`src/hw/rtl/pbd_pkg.sv`:
```
// Shared types and constants of the pulse beat detector.
`default_nettype none
package pbd_pkg;
   localparam int STATE_W = 24;
   localparam int COEF_W  = 16;
   localparam int CNT_W   = 16;
   localparam logic [16:0] C_ONE       = 17'd65536;
   localparam logic [16:0] C_HP        = 17'd62259;
   localparam logic [16:0] C_LP_NEW    = 17'd13107;
   localparam logic [16:0] C_LP_OLD    = 17'd52429;
   localparam logic [16:0] C_FLOOR_ATK = 17'd62259;
   localparam logic [16:0] C_FLOOR_DEC = 17'd65470;
   localparam logic [16:0] C_CEIL_ATK  = 17'd58982;
   localparam logic [16:0] C_CEIL_DEC  = 17'd65503;
   localparam logic [23:0] RATE_NUM2   = 24'd12288000;
   localparam logic [15:0] COUNT_MAX   = 16'hFFFF;

   localparam logic [2:0] REG_MIN_SWING  = 3'd0;
   localparam logic [2:0] REG_REFRACTORY = 3'd1;
   localparam logic [2:0] REG_IVL_MIN    = 3'd2;
   localparam logic [2:0] REG_IVL_MAX    = 3'd3;
   localparam logic [2:0] REG_TRIG_FRAC  = 3'd4;
   localparam logic [2:0] REG_RATE_MIN   = 3'd5;
   localparam logic [2:0] REG_RATE_MAX   = 3'd6;

   // Candidate handed from the filter front to the beat back end.
   typedef struct packed {
      logic        ok;
      logic        cand;
      logic [15:0] count;
   } cand_type;

   typedef enum logic [3:0] {
      F_IDLE, F_HP, F_LP, F_FL0, F_FL1, F_CE0, F_CE1, F_SWING, F_TRIG, F_PUSH
   } front_state_type;

   typedef enum logic [1:0] {B_IDLE, B_DIV, B_AVG, B_OUT} back_state_type;

   // round to nearest, ties up, then saturate to 24 bits
   function automatic logic signed [23:0] round_sat(input logic signed [47:0] v);
      logic signed [47:0] t;
      logic signed [31:0] q;
      begin
         t = v + 48'sd32768;
         q = t[47:16];
         if (q > 32'sd8388607) round_sat = 24'sh7FFFFF;
         else if (q < -32'sd8388608) round_sat = 24'sh800000;
         else round_sat = q[23:0];
      end
   endfunction
endpackage
`default_nettype wire

```
`src/hw/rtl/pbd_front.sv`:
```
// Front: filters, level trackers, peak window and candidate classification.
`default_nettype none
module pbd_front
   import pbd_pkg::*;
#(
   parameter int PEAK_SPAN = 5,
   parameter int SAMPLE_BITS = 12,
   parameter int FRAC_BITS = 8
) (
   input  wire logic                   clock,
   input  wire logic                   reset,
   input  wire logic                   in_valid,
   output logic                        in_ready,
   input  wire logic [SAMPLE_BITS-1:0] in_sample,
   input  wire logic [11:0]            min_swing,
   input  wire logic [8:0]             trig_frac,
   input  wire logic                   restart,
   output logic                        q_valid,
   input  wire logic                   q_ready,
   output cand_type                    q_data
);
   front_state_type state_ff, state_in;
   logic [SAMPLE_BITS-1:0] last_ff;
   logic signed [23:0] hp_ff, lp_ff, fl_ff, ce_ff, swing_ff;
   logic signed [23:0] win_ff [PEAK_SPAN];
   logic [15:0] cnt_ff;
   logic ok_ff;
   logic signed [47:0] acc_ff, acc_in;
   logic signed [24:0] mop_a, mop_b;
   logic [16:0] mco;
   logic signed [47:0] prod;
   logic signed [23:0] res;
   logic peak, thr_ok;
   logic signed [35:0] lhs, rhs;

   assign in_ready = (state_ff == F_IDLE);
   assign q_data = '{ok: ok_ff, cand: peak && thr_ok && ok_ff, count: cnt_ff};
   assign q_valid = (state_ff == F_PUSH);
   assign res = round_sat(acc_ff);

   always_comb begin
      state_in = state_ff;
      case (state_ff)
         F_IDLE:  if (in_valid) state_in = F_HP;
         F_HP:    state_in = F_LP;
         F_LP:    state_in = F_FL0;
         F_FL0:   state_in = F_FL1;
         F_FL1:   state_in = F_CE0;
         F_CE0:   state_in = F_CE1;
         F_CE1:   state_in = F_SWING;
         F_SWING: state_in = F_TRIG;
         F_TRIG:  state_in = F_PUSH;
         F_PUSH:  if (q_ready) state_in = F_IDLE;
         default: state_in = F_IDLE;
      endcase
   end

   // one multiply-add per step
   always_comb begin
      mop_a = '0; mop_b = '0; mco = '0;
      case (state_ff)
         F_IDLE: begin
            mop_a = 25'(hp_ff) + 25'(signed'({1'b0, in_sample, FRAC_BITS'(0)}))
                  - 25'(signed'({1'b0, last_ff, FRAC_BITS'(0)}));
            mco = C_HP;
         end
         F_HP: begin mop_a = 25'(res); mco = C_LP_NEW; end
         F_LP: begin mop_a = 25'(lp_ff); mco = C_LP_OLD; end
         F_FL0: begin
            // new low-pass value is still on the rounder output here
            mop_a = 25'(fl_ff);
            mco = (res < fl_ff) ? C_FLOOR_ATK : C_FLOOR_DEC;
         end
         F_FL1: begin
            mop_a = 25'(lp_ff);
            mco = C_ONE - ((lp_ff < fl_ff) ? C_FLOOR_ATK : C_FLOOR_DEC);
         end
         F_CE0: begin
            mop_a = 25'(ce_ff);
            mco = (lp_ff > ce_ff) ? C_CEIL_ATK : C_CEIL_DEC;
         end
         F_CE1: begin
            mop_a = 25'(lp_ff);
            mco = C_ONE - ((lp_ff > ce_ff) ? C_CEIL_ATK : C_CEIL_DEC);
         end
         default: ;
      endcase
      mop_b = mop_a;
      prod = 48'(mop_b) * 48'(signed'({1'b0, mco}));
   end

   always_comb begin
      acc_in = acc_ff;
      case (state_ff)
         F_IDLE: acc_in = prod;
         F_HP: acc_in = prod;
         F_LP: acc_in = acc_ff + prod;
         F_FL0: acc_in = prod;
         F_FL1: acc_in = acc_ff + prod;
         F_CE0: acc_in = prod;
         F_CE1: acc_in = acc_ff + prod;
         default: ;
      endcase
   end

   always_comb begin
      peak = 1'b1;
      for (int i = 0; i < PEAK_SPAN; i++)
         if (i != PEAK_SPAN / 2 && win_ff[i] >= win_ff[PEAK_SPAN / 2]) peak = 1'b0;
      lhs = 36'(win_ff[PEAK_SPAN / 2]) <<< 8;
      rhs = (36'(fl_ff) <<< 8) + 36'(swing_ff) * 36'(signed'({1'b0, trig_frac}));
      thr_ok = lhs > rhs;
   end

   always_ff @(posedge clock) begin
      if (reset) begin
         state_ff <= F_IDLE;
         last_ff <= '0; hp_ff <= '0; lp_ff <= '0;
         fl_ff <= 24'(1 << (SAMPLE_BITS - 1 + FRAC_BITS));
         ce_ff <= 24'(1 << (SAMPLE_BITS - 1 + FRAC_BITS));
         for (int i = 0; i < PEAK_SPAN; i++) win_ff[i] <= '0;
         cnt_ff <= '0; ok_ff <= 1'b0;
      end else begin
         state_ff <= state_in;
         case (state_ff)
            F_IDLE: if (in_valid) begin
               last_ff <= in_sample;
               if (cnt_ff != COUNT_MAX) cnt_ff <= cnt_ff + 16'd1;
            end
            F_HP: hp_ff <= res;
            F_FL0: lp_ff <= res;
            F_CE0: fl_ff <= res;
            F_SWING: begin
               ce_ff <= res;
               for (int i = PEAK_SPAN - 1; i > 0; i--) win_ff[i] <= win_ff[i - 1];
               win_ff[0] <= lp_ff;
            end
            F_TRIG: ok_ff <= swing_ff >= 24'(signed'({1'b0, min_swing, FRAC_BITS'(0)}));
            // restart the count once the back end takes a candidate past refractory
            F_PUSH: if (restart) cnt_ff <= '0;
            default: ;
         endcase
      end
   end

   always_ff @(posedge clock) begin
      acc_ff <= acc_in;
      if (state_ff == F_SWING) swing_ff <= res - fl_ff;
   end
endmodule
`default_nettype wire

```
`src/hw/rtl/pbd_back.sv`:
```
// Back: refractory and interval checks, rate division, averaging, result register.
`default_nettype none
module pbd_back
   import pbd_pkg::*;
(
   input  wire logic        clock,
   input  wire logic        reset,
   input  wire logic        q_valid,
   output logic             q_ready,
   input  cand_type         q_data,
   input  wire logic [9:0]  refr,
   input  wire logic [11:0] ivl_min,
   input  wire logic [11:0] ivl_max,
   input  wire logic [7:0]  rate_min,
   input  wire logic [7:0]  rate_max,
   output logic             restart,
   output logic             out_valid,
   input  wire logic        out_ready,
   output logic [45:0]      out_data
);
   back_state_type state_ff, state_in;
   logic [23:0] rem_ff, rem_in;
   logic [16:0] den_ff;
   logic [24:0] quo_ff, quo_in;
   logic [4:0]  step_ff;
   logic ok_ff, beat_ff, vld_ff;
   logic [11:0] ivl_ff;
   logic [15:0] avg_ff, rnow_ff;
   logic [18:0] twice;
   logic accept_beat, past_refr;
   logic [24:0] rshift;
   logic [15:0] rsat;
   logic [33:0] asum;

   assign twice = 19'(q_data.count) * 19'd5;
   assign past_refr = q_data.cand && (q_data.count > 16'(refr));
   assign accept_beat = past_refr && (twice > {6'd0, ivl_min, 1'b0})
                        && (twice < {6'd0, ivl_max, 1'b0});
   assign q_ready = (state_ff == B_IDLE) && (!vld_ff || out_ready);
   assign restart = q_valid && q_ready && past_refr;
   assign out_valid = vld_ff;
   assign out_data = {avg_ff, rnow_ff, ivl_ff, beat_ff, ok_ff};

   // restoring divide, one quotient bit per cycle
   assign rshift = {rem_ff, quo_ff[24]};
   always_comb begin
      rem_in = rem_ff; quo_in = quo_ff;
      if (rshift >= 25'(den_ff)) begin
         rem_in = 24'(rshift - 25'(den_ff));
         quo_in = {quo_ff[23:0], 1'b1};
      end else begin
         rem_in = rshift[23:0];
         quo_in = {quo_ff[23:0], 1'b0};
      end
   end

   assign rsat = (|quo_ff[24:16]) ? 16'hFFFF : quo_ff[15:0];
   assign asum = 34'(C_LP_OLD) * 34'(avg_ff) + 34'(C_LP_NEW) * 34'(quo_ff) + 34'd32768;

   always_comb begin
      state_in = state_ff;
      case (state_ff)
         B_IDLE: if (q_valid && q_ready) state_in = accept_beat ? B_DIV : B_OUT;
         B_DIV:  if (step_ff == 5'd24) state_in = B_AVG;
         B_AVG:  state_in = B_OUT;
         B_OUT:  state_in = B_IDLE;
         default: state_in = B_IDLE;
      endcase
   end

   always_ff @(posedge clock) begin
      if (reset) begin
         state_ff <= B_IDLE; vld_ff <= 1'b0; avg_ff <= '0;
      end else begin
         state_ff <= state_in;
         if (vld_ff && out_ready) vld_ff <= 1'b0;
         if (state_ff == B_OUT) vld_ff <= 1'b1;
         if (state_ff == B_AVG && quo_ff > {9'd0, rate_min, 8'd0}
             && quo_ff < {9'd0, rate_max, 8'd0})
            avg_ff <= asum[31:16];
      end
   end

   always_ff @(posedge clock) begin
      case (state_ff)
         // capture only on a transfer so a waiting result holds
         B_IDLE: if (q_valid && q_ready) begin
            ok_ff <= q_data.ok; beat_ff <= accept_beat;
            ivl_ff <= accept_beat ? twice[12:1] : 12'd0;
            rnow_ff <= '0;
            den_ff <= {q_data.count, 1'b0};
            quo_ff <= {1'b0, RATE_NUM2 + 24'(q_data.count)};
            rem_ff <= '0; step_ff <= '0;
         end
         B_DIV: begin
            rem_ff <= rem_in; quo_ff <= quo_in; step_ff <= step_ff + 5'd1;
         end
         B_AVG: rnow_ff <= rsat;
         default: ;
      endcase
   end

   assert property (@(posedge clock) disable iff (reset) restart |-> q_data.cand)
      else $error("restart without candidate");
   assert property (@(posedge clock) disable iff (reset)
      (state_ff == B_DIV) |-> !q_ready) else $error("ready during divide");
   assert property (@(posedge clock) disable iff (reset)
      (vld_ff && !out_ready) |=> $stable(out_data)) else $error("result changed");
endmodule
`default_nettype wire

```
`src/hw/rtl/ppg_beat_detector.sv`:
```
// Top level of the pulse beat detector.
// The front takes a new sample only once it has handed the last one on. When the
// sample passes the beat checks, its result waits for the 25-step restoring divider
// for the rate before it reaches the output register. The filter front runs one
// shared 25x17 multiplier over seven steps and hands a candidate to the beat back
// end through a one-entry hand-off, so the front filters the next sample while the
// divider runs or a result waits at the output register.
`default_nettype none
module ppg_beat_detector
   import pbd_pkg::*;
#(
   parameter int PEAK_SPAN = 5,
   parameter int SAMPLE_BITS = 12,
   parameter int FRAC_BITS = 8
) (
   input  wire logic        clock,
   input  wire logic        reset,
   input  wire logic        req_tvalid,
   output logic             req_tready,
   input  wire logic [15:0] req_tdata,   // sample
   output logic             rsp_tvalid,
   input  wire logic        rsp_tready,
   output logic [47:0]      rsp_tdata,   // signal_ok, beat, interval_ms, rate_now, rate_smoothed
   input  wire logic        csr_we,
   input  wire logic [2:0]  csr_index,
   input  wire logic [11:0] csr_wdata
);
   logic [11:0] min_swing_ff, ivl_min_ff, ivl_max_ff;
   logic [9:0] refr_ff;
   logic [8:0] trig_ff;
   logic [7:0] rmin_ff, rmax_ff;
   logic q_valid, q_ready, restart;
   cand_type q_data, q_fix;
   logic [45:0] out_data;

   always_ff @(posedge clock) begin
      if (reset) begin
         min_swing_ff <= 12'd200; refr_ff <= 10'd80; ivl_min_ff <= 12'd300;
         ivl_max_ff <= 12'd1500; trig_ff <= 9'd141; rmin_ff <= 8'd40; rmax_ff <= 8'd180;
      end else if (csr_we) begin
         case (csr_index)
            REG_MIN_SWING:  min_swing_ff <= csr_wdata;
            REG_REFRACTORY: refr_ff <= csr_wdata[9:0];
            REG_IVL_MIN:    ivl_min_ff <= csr_wdata;
            REG_IVL_MAX:    ivl_max_ff <= csr_wdata;
            REG_TRIG_FRAC:  trig_ff <= csr_wdata[8:0];
            REG_RATE_MIN:   rmin_ff <= csr_wdata[7:0];
            REG_RATE_MAX:   rmax_ff <= csr_wdata[7:0];
            default: ;
         endcase
      end
   end

   pbd_front #(.PEAK_SPAN(PEAK_SPAN), .SAMPLE_BITS(SAMPLE_BITS), .FRAC_BITS(FRAC_BITS)) u_front (
      .clock, .reset, .in_valid(req_tvalid), .in_ready(req_tready),
      .in_sample(req_tdata[SAMPLE_BITS-1:0]), .min_swing(min_swing_ff), .trig_frac(trig_ff),
      .restart, .q_valid, .q_ready, .q_data
   );

   assign q_fix = q_data;

   pbd_back u_back (
      .clock, .reset, .q_valid, .q_ready, .q_data(q_fix), .refr(refr_ff),
      .ivl_min(ivl_min_ff), .ivl_max(ivl_max_ff), .rate_min(rmin_ff), .rate_max(rmax_ff),
      .restart, .out_valid(rsp_tvalid), .out_ready(rsp_tready), .out_data
   );

   assign rsp_tdata = {2'b00, out_data};

   // the count restart happens only on a hand-off transfer
   assert property (@(posedge clock) disable iff (reset)
      restart |-> q_valid) else $error("restart outside transfer");
endmodule
`default_nettype wire
```
`config.mk`:
```
export PLATFORM = sky130hd
export DESIGN_NAME = ppg_beat_detector
export DESIGN_NICKNAME = d
export VERILOG_FILES = /design/src/hw/rtl/pbd_pkg.sv /design/src/hw/rtl/pbd_front.sv /design/src/hw/rtl/pbd_back.sv /design/src/hw/rtl/ppg_beat_detector.sv
export SDC_FILE = /design/constraint.sdc
export NUM_CORES = 2
export LEC_CHECK = 0
export BUFFER_PORTS_ARGS = -buffer_cell sky130_fd_sc_hd__buf_2
export CORE_ASPECT_RATIO = 1.5
export CORE_MARGIN = 2
export CORE_UTILIZATION = 39
export CTS_CLUSTER_DIAMETER = 120
export DETAILED_ROUTE_END_ITERATION = 16
export GPL_TIMING_DRIVEN = 1
export PLACE_DENSITY = 0.58
export SLEW_MARGIN = 20
export SYNTH_ARGS = -nofsm -noshare
export SYNTH_HDL_FRONTEND = slang
export SYNTH_SLANG_ARGS = --single-unit
```
`constraint.sdc`:
```
create_clock -name clock -period 18.46 [get_ports clock]
set_input_delay 3.692 -clock clock [delete_from_list [all_inputs] [get_ports clock]]
set_output_delay 3.692 -clock clock [all_outputs]
set_load 0.005 [all_outputs]
```
==> metrics <==
Detailed Place HPWL 159 mm; simple-gate share of the synthesized area 0.135; largest family of logic cells by synthesized area adder cells; routed wire length per instance approximately 21 um; hold buffer count at CTS 0; met2 global-route usage 0.435; met3 track utilization from global routing 0.0289; Final period util 0.864; endpoints failing setup 0; final count of hold timing violations 0; worst-skew pair later-pin latency 0.72 ns; data required time of the critical path between 15 and 20 ns; wire length of the first global-routing pass 300 mm; H-Tree Level Count 2; core footprint 166000 um2; effective utilization at floorplan 0.392; largest incremental delay on the critical path ~0.9 ns; sort of element at the start of the critical path input pin; chip width 337 um; commonest register cell after synthesis sky130_fd_sc_hd__edfxtp_1; initial antenna violation count 6; outcome complete, no violations; number of DRC markers after the initial detailed-route iteration between 2k and 3k; critical path capture point type flip-flop; net count of the finished layout around 8.7k; count of cell types in the netlist 92; antenna-violating nets left 0; worst-case clock buffer depth 3; TritonCTS Buffers 60; total number of yosys warnings 0; IO buf count 79; EDFF count, synth 292; Total Die Area 170000 um2; post-synthesis instance total 6970; total number of vias 48.8k; area of the mapped netlist around 65000 um2; Most Frequent Cell on Critical Path sky130_fd_sc_hd__fa_1; critical setup path kind in2reg; TritonCTS clock tree yes; number of violations of the max-capacitance limit 0; fraction of registers with async set/reset 0; Crit-path slowest cell sky130_fd_sc_hd__nor4bb_1; GRT Max-Usage Layer met2; Post-Route WL 194 mm; final setup skew 0.0488 ns; Root Buffer sky130_fd_sc_hd__clkbuf_16; area added between synthesis and finish 7.72%; total gr overflow 0; I/O pin total 86; tightest slew margin relative to the limit 0.210; slew at the pin closest to its max-slew limit between 1 and 1.5 ns; arrival time of the worst setup path 16.37 ns; layout cells sized above 1 0.0477; drt via density 5.28; # Post-CTS Setup Buffers 0; post-cts gate resize count 0; via count of the first global-routing pass 51.7k; critical-path maximum fanout 6; setup_tns 0 ns; unrepaired setup endpoints after global routing false; Compound-Gate Fraction of Synth Area 0.109; Placement Rows 183; number of synthesized register bits approximately 500; syn avg cell area 9.31 um2; multiplexer share of the synthesized area 0.0105; parity-gate share of the synthesized area counting xor and xnor cells 0.0316; RD Place Congestion approximately 1.0; GRT met1 Usage 0.236; part of the Yosys area used for sequential elements 0.203; clock input transition at the sequential cells of the worst setup and hold paths 0.06 ns; TritonRoute pass-1 iters 8; pin count of the biggest net entering global routing 81; Residual DRC 0; Fmax 0.0627 GHz; count of final max-slew check failures 0; synthesized-area fraction occupied by adder cells 0.419; die span in y 504 um; TritonCTS Sinks slightly above 500; path category of the worst min-delay check reg2reg; total routing usage reported by global routing 0.233; min Tclk post-route 15.95 ns
## flip-flops by register name (all words and copies together), names as in the netlist, 5 cells and up
name and cells:
u_front.last_ff 12, ivl_min_ff 12, u_front.win_ff 120, ivl_max_ff 12
u_back.step_ff 5, refr_ff 10, u_front.hp_ff 24, min_swing_ff 12
u_back.quo_ff 25, u_back.ivl_ff 12, u_front.acc_ff 48, u_front.swing_ff 24
u_front.fl_ff 24, u_back.den_ff 16, u_back.rnow_ff 16, trig_ff 9
u_front.ce_ff 24, u_back.avg_ff 16, u_back.rem_ff 24, rmax_ff 8
u_front.lp_ff 24, u_front.cnt_ff 16, rmin_ff 8
## worst max-delay path, delay by kind of cell
kind	cells	cell delay (ns)
buffers and inverters	7	0.47
and+or+nand+nor	10	2.80
AOI/OAI and AO/OA	14	3.93
adders and majority gates	10	4.82
xor gates and xnor gates	3	0.63
## final cells by class
| cell class | count | area, um2 |
|---|---|---|
| Clock inverter | 30 | 255 |
| Antenna cell | 3 | 7.51 |
| Sequential cell | 511 | 13200 |
| Multi-Input combinational cell | 4865 | 45900 |
| Inverter | 1382 | 5190 |
| Timing Repair Buffer | 147 | 912 |
| Clock buffer | 84 | 1740 |
| Fill cell | 16400 | 95600 |
| Tap cell | 2220 | 2780 |
## synthesized netlist by cell type, types with 8 or more instances
| master | n | area share |
|---|---|---|
| sky130_fd_sc_hd__a2111oi_0 | 10 | 0.0013 |
| sky130_fd_sc_hd__a211o_1 | 8 | 0.0011 |
| sky130_fd_sc_hd__a211oi_1 | 78 | 0.0090 |
| sky130_fd_sc_hd__a21boi_0 | 11 | 0.0013 |
| sky130_fd_sc_hd__a21o_1 | 156 | 0.018 |
| sky130_fd_sc_hd__a21oi_1 | 337 | 0.026 |
| sky130_fd_sc_hd__a221oi_1 | 9 | 0.0012 |
| sky130_fd_sc_hd__a22oi_1 | 25 | 0.0029 |
| sky130_fd_sc_hd__a31oi_1 | 29 | 0.0028 |
| sky130_fd_sc_hd__and2_1 | 181 | 0.017 |
| sky130_fd_sc_hd__and3_1 | 125 | 0.012 |
| sky130_fd_sc_hd__and4_1 | 13 | 0.0018 |
| sky130_fd_sc_hd__buf_1 | 14 | 0.00081 |
| sky130_fd_sc_hd__clkbuf_1 | 187 | 0.011 |
| sky130_fd_sc_hd__dfxtp_1 | 219 | 0.068 |
| sky130_fd_sc_hd__edfxtp_1 | 292 | 0.14 |
| sky130_fd_sc_hd__fa_1 | 859 | 0.26 |
| sky130_fd_sc_hd__ha_1 | 798 | 0.15 |
| sky130_fd_sc_hd__inv_1 | 1379 | 0.080 |
| sky130_fd_sc_hd__mux2_2 | 24 | 0.0042 |
| sky130_fd_sc_hd__mux2i_1 | 41 | 0.0063 |
| sky130_fd_sc_hd__nand2_1 | 555 | 0.032 |
| sky130_fd_sc_hd__nand2b_1 | 67 | 0.0065 |
| sky130_fd_sc_hd__nand3_1 | 83 | 0.0064 |
| sky130_fd_sc_hd__nand4_1 | 79 | 0.0076 |
| sky130_fd_sc_hd__nor2_1 | 449 | 0.026 |
| sky130_fd_sc_hd__nor2b_1 | 50 | 0.0048 |
| sky130_fd_sc_hd__nor3_1 | 90 | 0.0069 |
| sky130_fd_sc_hd__nor4_1 | 29 | 0.0028 |
| sky130_fd_sc_hd__o2111ai_1 | 8 | 0.0011 |
| sky130_fd_sc_hd__o211ai_1 | 45 | 0.0052 |
| sky130_fd_sc_hd__o21a_1 | 38 | 0.0044 |
| sky130_fd_sc_hd__o21ai_0 | 191 | 0.015 |
| sky130_fd_sc_hd__o21bai_1 | 28 | 0.0032 |
| sky130_fd_sc_hd__o31ai_1 | 18 | 0.0021 |
| sky130_fd_sc_hd__o41ai_1 | 10 | 0.0013 |
| sky130_fd_sc_hd__or2_2 | 18 | 0.0017 |
| sky130_fd_sc_hd__or3_1 | 29 | 0.0028 |
| sky130_fd_sc_hd__or4_1 | 14 | 0.0016 |
| sky130_fd_sc_hd__xnor2_1 | 136 | 0.018 |
| sky130_fd_sc_hd__xor2_1 | 98 | 0.013 |
## worst paths after layout
check / slack, ns / endpoint / start / cells after the start
setup reg to reg: 2.54 / u_front.acc_ff[47]$_DFFE_PP_ / u_front.acc_ff[31]$_DFFE_PP_ / 48
hold / removal: 0.45 / rmin_ff[4]$_SDFFE_PP0P_ / rmin_ff[4]$_SDFFE_PP0P_ / 2
hold reg to reg: 0.45 / rmin_ff[4]$_SDFFE_PP0P_ / rmin_ff[4]$_SDFFE_PP0P_ / 2
setup / recovery: 2.51 / u_front.acc_ff[47]$_DFFE_PP_ / req_tdata[2] / 44
## per-layer routing
layer / wire length [um] / share of wire / vias up
li1: - / - / 22820
met1: 66900 / 0.34 / 24336
met2: 103000 / 0.53 / 1159
met3: 7420 / 0.038 / 516
met4: 17100 / 0.088 / 8
met5: 55 / 0.00028 / -
## cell usage in the layout, fill, tap and decap left out, types with 18 or more instances in the layout
cell type                   instances
sky130_fd_sc_hd__inv_1           1377
sky130_fd_sc_hd__nor3_1            86
sky130_fd_sc_hd__or2_2             18
sky130_fd_sc_hd__o31ai_1           18
sky130_fd_sc_hd__and2_1           181
sky130_fd_sc_hd__clkbuf_16         64
sky130_fd_sc_hd__nand3_1           82
sky130_fd_sc_hd__fa_1             859
sky130_fd_sc_hd__or3_1             29
sky130_fd_sc_hd__o21ai_0          188
sky130_fd_sc_hd__a22oi_1           25
sky130_fd_sc_hd__buf_2             78
sky130_fd_sc_hd__a31oi_1           29
sky130_fd_sc_hd__nor2b_1           49
sky130_fd_sc_hd__dfxtp_1          219
sky130_fd_sc_hd__ha_1             798
sky130_fd_sc_hd__a211oi_1          77
sky130_fd_sc_hd__nand2_1          554
sky130_fd_sc_hd__and3_1           125
sky130_fd_sc_hd__o21bai_1          28
sky130_fd_sc_hd__mux2_2            24
sky130_fd_sc_hd__o21a_1            38
sky130_fd_sc_hd__a21o_1           156
sky130_fd_sc_hd__edfxtp_1         292
sky130_fd_sc_hd__nor2_1           445
sky130_fd_sc_hd__xnor2_1          136
sky130_fd_sc_hd__nand2b_1          67
sky130_fd_sc_hd__buf_4             68
sky130_fd_sc_hd__a21oi_1          334
sky130_fd_sc_hd__o211ai_1          45
sky130_fd_sc_hd__nand4_1           79
sky130_fd_sc_hd__mux2i_1           41
sky130_fd_sc_hd__xor2_1            98
sky130_fd_sc_hd__nor4_1            28
## through the flow
stage	utilization	hold WS, ns	cell area, um2	worst slack [ns]	instances
floorplan	-	0.430	64900	3.94	6971
global placement	0.410	0.442	67900	2.02	9125
detailed placement	0.410	0.446	67900	1.90	9125
CTS	0.422	0.456	69900	2.63	9239
global route	0.422	0.476	69900	1.92	9241
finish	0.422	0.452	69900	2.51	9242
## cells by family (layout without fill, tap and decap cells)
| family | Yosys count | after routing |
|---|---|---|
| adders and majority gates | 1657 | 1657 |
| AOI/OAI and AO/OA | 1095 | 1095 |
| muxes | 65 | 65 |
| other | 1 | 5 |
| buffers and inverters | 1595 | 1643 |
| and+or+nand+nor | 1812 | 1812 |
| DFF | 511 | 511 |
| xor gates and xnor gates | 234 | 234 |
Power is left out: the tool's default activity adds up to more than one toggle a clock period on the data nets, which glitch-free logic cannot reach.
